==> src/rtl/cct_pkg.sv <==
// ----------------------------------------------------------------------------
// cct_pkg
// Shared types and constants for the cell charge state tracker.
// ----------------------------------------------------------------------------
package cct_pkg;

    localparam int FIELD_W  = 16;
    localparam int CFG_W    = 16;
    localparam int CFG_IDX_W = 1;
    localparam int CODE_W   = 8;

    // configuration register indexes
    localparam logic [CFG_IDX_W-1:0] CFG_VOLTAGE_LIMIT = 1'b0;
    localparam logic [CFG_IDX_W-1:0] CFG_WINDOW_LENGTH = 1'b1;

    localparam logic [CFG_W-1:0] VOLTAGE_LIMIT_RST = 16'hFFFF;
    localparam logic [CFG_W-1:0] WINDOW_LENGTH_RST = 16'd10;

    // temperature code offset, applied modulo 256
    localparam logic [CODE_W-1:0] TEMP_OFFSET = 8'd150;

    // charge state codes as seen on the result channel
    localparam logic [1:0] CODE_INIT        = 2'd0;
    localparam logic [1:0] CODE_CHARGING    = 2'd1;
    localparam logic [1:0] CODE_CHARGED     = 2'd2;
    localparam logic [1:0] CODE_DISCHARGING = 2'd3;

    typedef enum logic [3:0] {
        ST_INIT        = 4'b0001,
        ST_CHARGING    = 4'b0010,
        ST_CHARGED     = 4'b0100,
        ST_DISCHARGING = 4'b1000
    } t_charge_state;

    // window tracker -> charge machine
    typedef struct packed {
        logic window_end;
        logic t_up;
        logic v_up;
        logic over_limit;
    } t_win_status;

    // charge machine -> result register
    typedef struct packed {
        logic [1:0] charge_state;
        logic       overvoltage;
        logic       bypass;
    } t_charge_out;

    typedef struct packed {
        logic [1:0]        charge_state;
        logic              overvoltage;
        logic              bypass;
        logic              window_end;
        logic [CODE_W-1:0] max_temp_code;
        logic [CODE_W-1:0] min_temp_code;
    } t_result;

endpackage

==> src/rtl/cct_sample_if.sv <==
// ----------------------------------------------------------------------------
// cct_sample_if
// Sample channel: one temperature / voltage pair per item.
// ----------------------------------------------------------------------------
interface cct_sample_if;
    logic                        valid;
    logic                        ready;
    logic [cct_pkg::FIELD_W-1:0] temp_raw;
    logic [cct_pkg::FIELD_W-1:0] cell_voltage;

    modport source (output valid, output temp_raw, output cell_voltage, input ready);
    modport sink   (input valid, input temp_raw, input cell_voltage, output ready);
endinterface

==> src/rtl/cct_result_if.sv <==
// ----------------------------------------------------------------------------
// cct_result_if
// Result channel: charge state, flags and temperature codes per item.
// ----------------------------------------------------------------------------
interface cct_result_if;
    logic                       valid;
    logic                       ready;
    logic [1:0]                 charge_state;
    logic                       overvoltage;
    logic                       bypass;
    logic                       window_end;
    logic [cct_pkg::CODE_W-1:0] max_temp_code;
    logic [cct_pkg::CODE_W-1:0] min_temp_code;

    modport source (output valid, output charge_state, output overvoltage,
                    output bypass, output window_end, output max_temp_code,
                    output min_temp_code, input ready);
    modport sink   (input valid, input charge_state, input overvoltage,
                    input bypass, input window_end, input max_temp_code,
                    input min_temp_code, output ready);
endinterface

==> src/rtl/cct_window.sv <==
// ----------------------------------------------------------------------------
// cct_window
// Window tracker: sample count, running extremes, previous-window extremes
// and the rising / overvoltage compares at window end.
// ----------------------------------------------------------------------------
module cct_window #(
    parameter int SAMPLE_WIDTH = 16
) (
    input  logic                        i_clk,
    input  logic                        i_rst_n,
    input  logic                        i_en,
    input  logic [cct_pkg::FIELD_W-1:0] i_temp_raw,
    input  logic [cct_pkg::FIELD_W-1:0] i_cell_voltage,
    input  logic [cct_pkg::CFG_W-1:0]   i_voltage_limit,
    input  logic [cct_pkg::CFG_W-1:0]   i_window_length,
    output cct_pkg::t_win_status        o_status,
    output logic [cct_pkg::CODE_W-1:0]  o_max_temp_code,
    output logic [cct_pkg::CODE_W-1:0]  o_min_temp_code
);

    logic [cct_pkg::FIELD_W-1:0]    r_phase;
    logic signed [SAMPLE_WIDTH-1:0] r_tmax, r_tmin, r_ptmax, r_ptmin;
    logic [SAMPLE_WIDTH-1:0]        r_vmax, r_vmin, r_pvmax, r_pvmin;

    logic [SAMPLE_WIDTH-1:0]        w_mag_ext;
    logic signed [SAMPLE_WIDTH-1:0] w_temp;
    logic [SAMPLE_WIDTH-1:0]        w_volt;
    logic                           w_first;
    logic signed [SAMPLE_WIDTH-1:0] w_tmax_base, w_tmin_base;
    logic [SAMPLE_WIDTH-1:0]        w_vmax_base, w_vmin_base;
    logic signed [SAMPLE_WIDTH-1:0] n_tmax, n_tmin;
    logic [SAMPLE_WIDTH-1:0]        n_vmax, n_vmin;
    logic [cct_pkg::FIELD_W:0]      w_next;
    logic                           w_end;

    // sign-magnitude decode; negative zero falls out as zero
    assign w_mag_ext = {1'b0, i_temp_raw[SAMPLE_WIDTH-2:0]};
    assign w_temp    = i_temp_raw[SAMPLE_WIDTH-1] ? $signed(-w_mag_ext) : $signed(w_mag_ext);
    assign w_volt    = i_cell_voltage[SAMPLE_WIDTH-1:0];

    // restart the extremes on the first sample of a window
    assign w_first     = (r_phase == '0);
    assign w_tmax_base = w_first ? w_temp : r_tmax;
    assign w_tmin_base = w_first ? w_temp : r_tmin;
    assign w_vmax_base = w_first ? w_volt : r_vmax;
    assign w_vmin_base = w_first ? w_volt : r_vmin;

    assign n_tmax = (w_temp > w_tmax_base) ? w_temp : w_tmax_base;
    assign n_tmin = (w_temp < w_tmin_base) ? w_temp : w_tmin_base;
    assign n_vmax = (w_volt > w_vmax_base) ? w_volt : w_vmax_base;
    assign n_vmin = (w_volt < w_vmin_base) ? w_volt : w_vmin_base;

    assign w_next = {1'b0, r_phase} + {{cct_pkg::FIELD_W{1'b0}}, 1'b1};
    assign w_end  = (w_next >= {1'b0, i_window_length});

    assign o_status.window_end = w_end;
    assign o_status.t_up       = (n_tmax >= r_ptmax) || (n_tmin >= r_ptmin);
    assign o_status.v_up       = (n_vmax >= r_pvmax) || (n_vmin >= r_pvmin);
    assign o_status.over_limit = (cct_pkg::CFG_W'(n_vmin) > i_voltage_limit);

    assign o_max_temp_code = n_tmax[cct_pkg::CODE_W-1:0] - cct_pkg::TEMP_OFFSET;
    assign o_min_temp_code = n_tmin[cct_pkg::CODE_W-1:0] - cct_pkg::TEMP_OFFSET;

    always_ff @(posedge i_clk) begin
        if (!i_rst_n) begin
            r_phase <= '0;
            r_tmax  <= '0;
            r_tmin  <= '0;
            r_ptmax <= '0;
            r_ptmin <= '0;
            r_vmax  <= '0;
            r_vmin  <= '0;
            r_pvmax <= '0;
            r_pvmin <= '0;
        end else if (i_en) begin
            r_tmax <= n_tmax;
            r_tmin <= n_tmin;
            r_vmax <= n_vmax;
            r_vmin <= n_vmin;
            if (w_end) begin
                r_phase <= '0;
                r_ptmax <= n_tmax;
                r_ptmin <= n_tmin;
                r_pvmax <= n_vmax;
                r_pvmin <= n_vmin;
            end else begin
                r_phase <= w_next[cct_pkg::FIELD_W-1:0];
            end
        end
    end

    a_phase_restart: assert property (@(posedge i_clk) disable iff (!i_rst_n)
        i_en && w_end |=> r_phase == '0)
        else $error("window count did not restart after window end");

endmodule

==> src/rtl/cct_charge_fsm.sv <==
// ----------------------------------------------------------------------------
// cct_charge_fsm
// Four-state charge machine and overvoltage flag, stepped at window end.
// ----------------------------------------------------------------------------
module cct_charge_fsm (
    input  logic                 i_clk,
    input  logic                 i_rst_n,
    input  logic                 i_en,
    input  cct_pkg::t_win_status i_status,
    output cct_pkg::t_charge_out o_charge
);

    cct_pkg::t_charge_state r_state, n_state, w_step;
    logic                   r_flag, n_flag;
    logic                   w_up;
    logic                   w_step_en;
    logic [1:0]             w_code;

    assign w_up      = i_status.t_up || i_status.v_up;
    assign w_step_en = i_en && i_status.window_end;

    always_comb begin
        unique case (r_state)
            cct_pkg::ST_INIT: begin
                w_step = w_up ? cct_pkg::ST_CHARGING : cct_pkg::ST_DISCHARGING;
            end
            cct_pkg::ST_CHARGING: begin
                w_step = w_up ? cct_pkg::ST_CHARGED : cct_pkg::ST_DISCHARGING;
            end
            cct_pkg::ST_CHARGED: begin
                w_step = w_up ? cct_pkg::ST_CHARGED : cct_pkg::ST_DISCHARGING;
            end
            cct_pkg::ST_DISCHARGING: begin
                w_step = i_status.t_up ? cct_pkg::ST_CHARGING : cct_pkg::ST_DISCHARGING;
            end
            default: begin
                w_step = cct_pkg::ST_INIT;
            end
        endcase
    end

    assign n_state = w_step_en ? w_step : r_state;
    assign n_flag  = w_step_en ? i_status.over_limit : r_flag;

    // report the state as it stands after this item
    always_comb begin
        unique case (n_state)
            cct_pkg::ST_INIT:        w_code = cct_pkg::CODE_INIT;
            cct_pkg::ST_CHARGING:    w_code = cct_pkg::CODE_CHARGING;
            cct_pkg::ST_CHARGED:     w_code = cct_pkg::CODE_CHARGED;
            cct_pkg::ST_DISCHARGING: w_code = cct_pkg::CODE_DISCHARGING;
            default:                 w_code = cct_pkg::CODE_INIT;
        endcase
    end

    assign o_charge.charge_state = w_code;
    assign o_charge.overvoltage  = n_flag;
    assign o_charge.bypass       = (n_state == cct_pkg::ST_CHARGED) || n_flag;

    always_ff @(posedge i_clk) begin
        if (!i_rst_n) begin
            r_state <= cct_pkg::ST_INIT;
            r_flag  <= 1'b0;
        end else if (i_en) begin
            r_state <= n_state;
            r_flag  <= n_flag;
        end
    end

    a_state_held: assert property (@(posedge i_clk) disable iff (!i_rst_n)
        !w_step_en |=> $stable(r_state) && $stable(r_flag))
        else $error("charge state moved outside a window end");

endmodule

==> src/rtl/cell_charge_state_tracker.sv <==
// ----------------------------------------------------------------------------
// cell_charge_state_tracker
// Windowed min/max tracking of cell temperature and voltage with a
// four-state charge machine stepped at every window end.
// ----------------------------------------------------------------------------
// One result item leaves for every sample item taken, in order. The block
// takes one sample per clock unless the result channel stalls: a sample
// is held in the input register, then the window tracker and the charge
// machine update their state as the result register is loaded. That state
// update is the loop that sets the rate. Result fields show the charge
// state after each item and its window's extremes including that sample;
// window_end marks the sample that closed a window. Configuration writes
// take effect on the next sample and should be made while the block is idle.
module cell_charge_state_tracker #(
    parameter int SAMPLE_WIDTH = 16
) (
    input  logic                          i_clk,
    input  logic                          i_rst_n,
    input  logic                          i_cfg_we,
    input  logic [cct_pkg::CFG_IDX_W-1:0] i_cfg_idx,
    input  logic [cct_pkg::CFG_W-1:0]     i_cfg_data,
    cct_sample_if.sink                    i_sample,
    cct_result_if.source                  o_result
);

    logic [cct_pkg::CFG_W-1:0]   r_voltage_limit;
    logic [cct_pkg::CFG_W-1:0]   r_window_length;

    logic                        r_in_valid;
    logic [cct_pkg::FIELD_W-1:0] r_in_temp;
    logic [cct_pkg::FIELD_W-1:0] r_in_volt;

    logic                        r_out_valid;
    cct_pkg::t_result            r_res;
    cct_pkg::t_result            n_res;

    logic                        w_out_take;
    logic                        w_adv;
    logic                        w_in_fire;

    cct_pkg::t_win_status        w_status;
    cct_pkg::t_charge_out        w_charge;
    logic [cct_pkg::CODE_W-1:0]  w_max_code;
    logic [cct_pkg::CODE_W-1:0]  w_min_code;

    assign w_out_take     = !r_out_valid || o_result.ready;
    assign w_adv          = r_in_valid && w_out_take;
    assign i_sample.ready = !r_in_valid || w_out_take;
    assign w_in_fire      = i_sample.valid && i_sample.ready;

    always_ff @(posedge i_clk) begin
        if (!i_rst_n) begin
            r_voltage_limit <= cct_pkg::VOLTAGE_LIMIT_RST;
            r_window_length <= cct_pkg::WINDOW_LENGTH_RST;
        end else if (i_cfg_we) begin
            unique case (i_cfg_idx)
                cct_pkg::CFG_VOLTAGE_LIMIT: r_voltage_limit <= i_cfg_data;
                cct_pkg::CFG_WINDOW_LENGTH: r_window_length <= i_cfg_data;
                default: ;
            endcase
        end
    end

    // input register
    always_ff @(posedge i_clk) begin
        if (!i_rst_n) begin
            r_in_valid <= 1'b0;
        end else if (i_sample.ready) begin
            r_in_valid <= i_sample.valid;
        end
    end

    always_ff @(posedge i_clk) begin
        if (w_in_fire) begin
            r_in_temp <= i_sample.temp_raw;
            r_in_volt <= i_sample.cell_voltage;
        end
    end

    cct_window #(
        .SAMPLE_WIDTH (SAMPLE_WIDTH)
    ) u_window (
        .i_clk           (i_clk),
        .i_rst_n         (i_rst_n),
        .i_en            (w_adv),
        .i_temp_raw      (r_in_temp),
        .i_cell_voltage  (r_in_volt),
        .i_voltage_limit (r_voltage_limit),
        .i_window_length (r_window_length),
        .o_status        (w_status),
        .o_max_temp_code (w_max_code),
        .o_min_temp_code (w_min_code)
    );

    cct_charge_fsm u_fsm (
        .i_clk    (i_clk),
        .i_rst_n  (i_rst_n),
        .i_en     (w_adv),
        .i_status (w_status),
        .o_charge (w_charge)
    );

    always_comb begin
        n_res.charge_state  = w_charge.charge_state;
        n_res.overvoltage   = w_charge.overvoltage;
        n_res.bypass        = w_charge.bypass;
        n_res.window_end    = w_status.window_end;
        n_res.max_temp_code = w_max_code;
        n_res.min_temp_code = w_min_code;
    end

    // result register; refills while the previous item is being taken
    always_ff @(posedge i_clk) begin
        if (!i_rst_n) begin
            r_out_valid <= 1'b0;
        end else if (w_out_take) begin
            r_out_valid <= r_in_valid;
        end
    end

    always_ff @(posedge i_clk) begin
        if (w_adv) begin
            r_res <= n_res;
        end
    end

    assign o_result.valid         = r_out_valid;
    assign o_result.charge_state  = r_res.charge_state;
    assign o_result.overvoltage   = r_res.overvoltage;
    assign o_result.bypass        = r_res.bypass;
    assign o_result.window_end    = r_res.window_end;
    assign o_result.max_temp_code = r_res.max_temp_code;
    assign o_result.min_temp_code = r_res.min_temp_code;

    a_in_hold: assert property (@(posedge i_clk) disable iff (!i_rst_n)
        r_in_valid && !w_adv |=> r_in_valid)
        else $error("stalled sample dropped from input register");

    a_adv_out: assert property (@(posedge i_clk) disable iff (!i_rst_n)
        w_adv |=> r_out_valid)
        else $error("advanced item did not reach result register");

    a_bypass: assert property (@(posedge i_clk) disable iff (!i_rst_n)
        r_out_valid |-> r_res.bypass ==
            ((r_res.charge_state == cct_pkg::CODE_CHARGED) || r_res.overvoltage))
        else $error("bypass does not match state and overvoltage");

endmodule
==> src/flat_wrapper.sv <==
// flat-port wrapper written by rule: the top's interface ports become plain ports
module cell_charge_state_tracker_flat 
#(
    parameter int SAMPLE_WIDTH = 16
)
  (i_clk, i_rst_n, i_cfg_we, i_cfg_idx, i_cfg_data, i_sample_valid, i_sample_temp_raw, i_sample_cell_voltage, i_sample_ready, o_result_valid, o_result_charge_state, o_result_overvoltage, o_result_bypass, o_result_window_end, o_result_max_temp_code, o_result_min_temp_code, o_result_ready);
  cct_sample_if i_sample_i ();
  cct_result_if o_result_i ();
  input  logic i_clk;
  input  logic i_rst_n;
  input  logic i_cfg_we;
  input  logic [cct_pkg::CFG_IDX_W-1:0] i_cfg_idx;
  input  logic [cct_pkg::CFG_W-1:0] i_cfg_data;
  input wire logic [$bits(i_sample_i.valid)-1:0] i_sample_valid;
  input wire logic [$bits(i_sample_i.temp_raw)-1:0] i_sample_temp_raw;
  input wire logic [$bits(i_sample_i.cell_voltage)-1:0] i_sample_cell_voltage;
  output wire logic [$bits(i_sample_i.ready)-1:0] i_sample_ready;
  output wire logic [$bits(o_result_i.valid)-1:0] o_result_valid;
  output wire logic [$bits(o_result_i.charge_state)-1:0] o_result_charge_state;
  output wire logic [$bits(o_result_i.overvoltage)-1:0] o_result_overvoltage;
  output wire logic [$bits(o_result_i.bypass)-1:0] o_result_bypass;
  output wire logic [$bits(o_result_i.window_end)-1:0] o_result_window_end;
  output wire logic [$bits(o_result_i.max_temp_code)-1:0] o_result_max_temp_code;
  output wire logic [$bits(o_result_i.min_temp_code)-1:0] o_result_min_temp_code;
  input wire logic [$bits(o_result_i.ready)-1:0] o_result_ready;
  assign i_sample_i.valid = i_sample_valid;
  assign i_sample_i.temp_raw = i_sample_temp_raw;
  assign i_sample_i.cell_voltage = i_sample_cell_voltage;
  assign i_sample_ready = i_sample_i.ready;
  assign o_result_valid = o_result_i.valid;
  assign o_result_charge_state = o_result_i.charge_state;
  assign o_result_overvoltage = o_result_i.overvoltage;
  assign o_result_bypass = o_result_i.bypass;
  assign o_result_window_end = o_result_i.window_end;
  assign o_result_max_temp_code = o_result_i.max_temp_code;
  assign o_result_min_temp_code = o_result_i.min_temp_code;
  assign o_result_i.ready = o_result_ready;
  cell_charge_state_tracker #(.SAMPLE_WIDTH(SAMPLE_WIDTH)) u_core (.i_clk(i_clk), .i_rst_n(i_rst_n), .i_cfg_we(i_cfg_we), .i_cfg_idx(i_cfg_idx), .i_cfg_data(i_cfg_data), .i_sample(i_sample_i), .o_result(o_result_i));
endmodule
==> config.mk <==
export PLATFORM = sky130hd
export DESIGN_NAME = cell_charge_state_tracker_flat
export DESIGN_NICKNAME = d
export VERILOG_FILES = /design/src/rtl/cct_pkg.sv /design/src/rtl/cct_sample_if.sv /design/src/rtl/cct_result_if.sv /design/src/rtl/cct_window.sv /design/src/rtl/cct_charge_fsm.sv /design/src/rtl/cell_charge_state_tracker.sv /design/src/flat_wrapper.sv
export SDC_FILE = /design/constraint.sdc
export NUM_CORES = 1
export LEC_CHECK = 0
export ABC_AREA = 1
export BUFFER_PORTS_ARGS = -buffer_cell sky130_fd_sc_hd__buf_4
export CAP_MARGIN = 20
export CORE_MARGIN = 5
export CORE_UTILIZATION = 35
export CTS_BUF_LIST = sky130_fd_sc_hd__clkbuf_8
export CTS_CLUSTER_SIZE = 28
export DETAILED_ROUTE_END_ITERATION = 12
export PLACE_DENSITY_LB_ADDON = 0.25
export SLEW_MARGIN = 20
export SYNTH_ARGS = -nofsm -noshare
export SYNTH_HDL_FRONTEND = slang
export SYNTH_HIERARCHICAL = 1
export SYNTH_SLANG_ARGS = --single-unit
==> constraint.sdc <==
create_clock -name i_clk -period 14.85 [get_ports i_clk]
set_input_delay 1.485 -clock i_clk [delete_from_list [all_inputs] [get_ports i_clk]]
set_output_delay 1.485 -clock i_clk [all_outputs]
set_load 0.05 [all_outputs]
==> reports/metrics.yaml <==
outcome: "completed"
irDropWorstVdd_mv: 0.05553
crit_buf_inv: 3
final_area_um2: 17010
worstSetupPathType: "flop to flop"
synth.avg_cell_area_um2: 7.244
grt_pass1_wl_um: 63550
track_usage: 0.1623
cts_tree: "yes"
clock-sinks: 236
p_leak_nw: 8.514
drive_above_1_share: 0.1108
hold_depth: 2
clockBufferDepth: 3
start_util: 0.3525
netlist_instances: 2087
routedWlPerCell_um: 14.05
ios: 77
r2r_end: "u_core/o_result.charge_state[0]"
clockPowerShare: 0.333
ys_seq_elements: 236
r2r-start: "u_core/r_in_temp[0]"
synth_ff_type: "dfxtp_1"
antenna_found_initial: 0
finClkSkew_ps: 34.79
rows: 76
cp-start-kind: "flop"
grt_overflow: 0
num_vias: 13242
maxCapViolCount: 0
cts-root-buf: "clkbuf_8"
slowest_stage: "o21ai_1"
drcViolationCount: 0
ant_nets: 0
cts_buffers: 47
yosysTopAreaCellShare: 0.2423
p_switching_w: 0.0007563
reg2reg_depth: 37
fmax_mhz: 143.7
die_w_um: 217.8
post_cts_buffers: 0
hold_buffers: 0
syn_nets: 2300
synth_top_area_cell: "dfxtp_1"
gp_congestion: 0.8910
portBuffers: 76
fin_crit_sh: 0.4685
slowest_delay_ps: 600
whs_ps: 456.2
place_area_um2: 16050
min_period_ps: 6958
diodes: 0
syn-cell-area_um2: 15120
clkTransAtPathRegs_ps: 60
drtIter0Drc: 745
worstSkewPairLatency_ps: 620
slew_headroom: 0.3007
r2r_slack_ps: 7890
worst_pin_slew_ps: 1045
cts_resized: 0
power_density_nw_per_um2: 121.0
rsz0062_at_grt: "false"
finalSetupViolCount: 0
first_global_vias: 12913
switching_share: 0.3673
combPwrFrac: 0.316
yosysUniqueCellTypes: 55
synthTopCellsByArea: "dfxtp_1 24%, ha_1 13%, edfxtp_1 11%"
area_growth_pct: 12.52
htree_num_levels: 2
ys_warn_count: 6
routed_wl_um: 38780
crit_family: "simple AND/OR/NAND/NOR gates"
required_ps: 15210
worstSetupEndpointType: "flop"
min_from: "u_core/r_voltage_limit[4]"
drt-vias-per-instance: 4.798
first_pass_iters: 5
dpl.hpwl_um: 27870
whs_endpoint: "u_core/r_voltage_limit[4]"
intPower_w: 0.001303
synth-seq-area-share: 0.3476
crit_top_cell: "nand2_1"
die_y_um: 217.8
coreArea_um2: 42890
setup_tns_ps: 0
worst_ep_arrival_time_ps: 7320
die_area_um2: 47450
seq_power_share: 0.351
synth_edf_count: 53
grt_max_degree: 92
worstPathMaxFanout: 29
finalHoldViolations: 0
post-synth-top-count-cell: "inv_1"
fill_cells: 4504
nNetsFinal: 2351
p_total_w: 0.002059
async_reset_ff_frac: 0
hold_path_class: "flop to flop"
synth_commonest_cells: "384 x inv_1, 359 x nand2_1, 186 x nor2_1"
drv_slew: 0
[kinds of logic after synthesis]
family,synth area share
XOR/XNOR,0.01448
AND/OR/NAND/NOR,0.2033
AO/OA/AOI/OAI,0.1715
buffers and inverters,0.1315
flip-flops,0.3476
adder cells (fa/ha/maj),0.1316
[how the worst max path moves through the flow]
stage,to,depth (start not counted),startpoint
2_1_floorplan,u_core/o_result.bypass,43,u_core/r_in_temp[0]
3_3_place_gp,u_core/o_result.bypass,41,u_core/r_in_temp[0]
3_5_place_dp,u_core/o_result.charge_state[1],40,u_core/r_in_temp[0]
4_1_cts,u_core/o_result.charge_state[1],40,u_core/r_in_temp[0]
5_1_grt,u_core/o_result.bypass,38,u_core/r_in_temp[0]
6_report,u_core/o_result.charge_state[0],37,u_core/r_in_temp[0]
[power groups by stage]
stage	clock network [W]	registers, W	logic (W)
after floorplan	0	0.000762	0.000459
after global placement	0	0.000736	0.000637
after detailed placement	0	0.000736	0.000648
after CTS	0.000715	0.000723	0.000652
after global routing	0.000742	0.000726	0.000741
final	0.000685	0.000723	0.000651
[tightest hold or removal path, delay by kind of cell, from the launching register on]
family | cells | cell delay (ps)
flip-flops | 1 | 320
AND/OR/NAND/NOR | 2 | 100
[sequential cells by signal, summed over array words and instances, names as in the netlist, 16 cells and up]
name	count
u_core/r_in_temp	16
u_core/r_in_volt	16
u_core/r_voltage_limit	16
u_core/r_window_length	16
u_core/u_window/r_phase	16
u_core/u_window/r_ptmax	16
u_core/u_window/r_ptmin	16
u_core/u_window/r_pvmax	16
u_core/u_window/r_pvmin	16
u_core/u_window/r_tmax	16
u_core/u_window/r_tmin	16
u_core/u_window/r_vmax	16
u_core/u_window/r_vmin	16
[routing by layer]
| layer | share of wire | GRT usage | wire length [um] | vias to the layer above |
|---|---|---|---|---|
| met1 | 0.45 | 0.2030 | 17600 | 6021 |
| met3 | 0.043 | 0.02638 | 1651 | 99 |
| li1 | - | - | - | 6869 |
| met4 | 0.034 | 0.06468 | 1334 | 0 |
| met5 | 0 | 0 | 0 | - |
| met2 | 0.47 | 0.2801 | 18200 | 253 |
[stage by stage]
step             util  worst slack, ps  cells
2_1_floorplan       -             9467   2087
3_3_place_gp   0.3743             8188   2674
3_5_place_dp   0.3743             8001   2674
4_1_cts        0.3967             7973   2760
5_1_grt        0.3967             7202   2760
6_report       0.3967             7892   2760
[cell type report]
cell class,count,area (um2),area share
clock inverters,36,272.8,0.01603
well taps,585,732.0,0.04303
repair buffers,85,638.1,0.03751
inverters,406,1528,0.08981
flip-flops and latches,236,5255,0.3089
multi-input cells,1362,7898,0.4643
clock buffers,50,688.2,0.04045
[layout by cell type (no fill, tap or decap), types with 3 or more instances in the layout]
cell type,count
nand2_4,6
bufinv_16,4
o21bai_1,3
a21oi_1,172
inv_2,20
nand3b_1,4
nand3_2,8
or2_2,4
dfxtp_1,183
nand2_2,17
o21ai_0,157
nor4_1,3
clkbuf_8,50
nand4_1,30
nor2_1,186
nand3_1,73
xor2_1,23
nor2_2,7
o21ai_2,12
a211oi_1,11
ha_1,159
inv_1,397
o21ai_1,61
nor3_1,10
o221ai_1,4
o21a_1,4
nand2_1,359
a21oi_2,3
clkinv_1,9
o211ai_1,17
clkinv_2,6
o21ai_4,3
o2111ai_1,3
buf_4,85
edfxtp_1,53
clkinvlp_4,3
No activity file was read; power rests on OpenSTA's default activity.
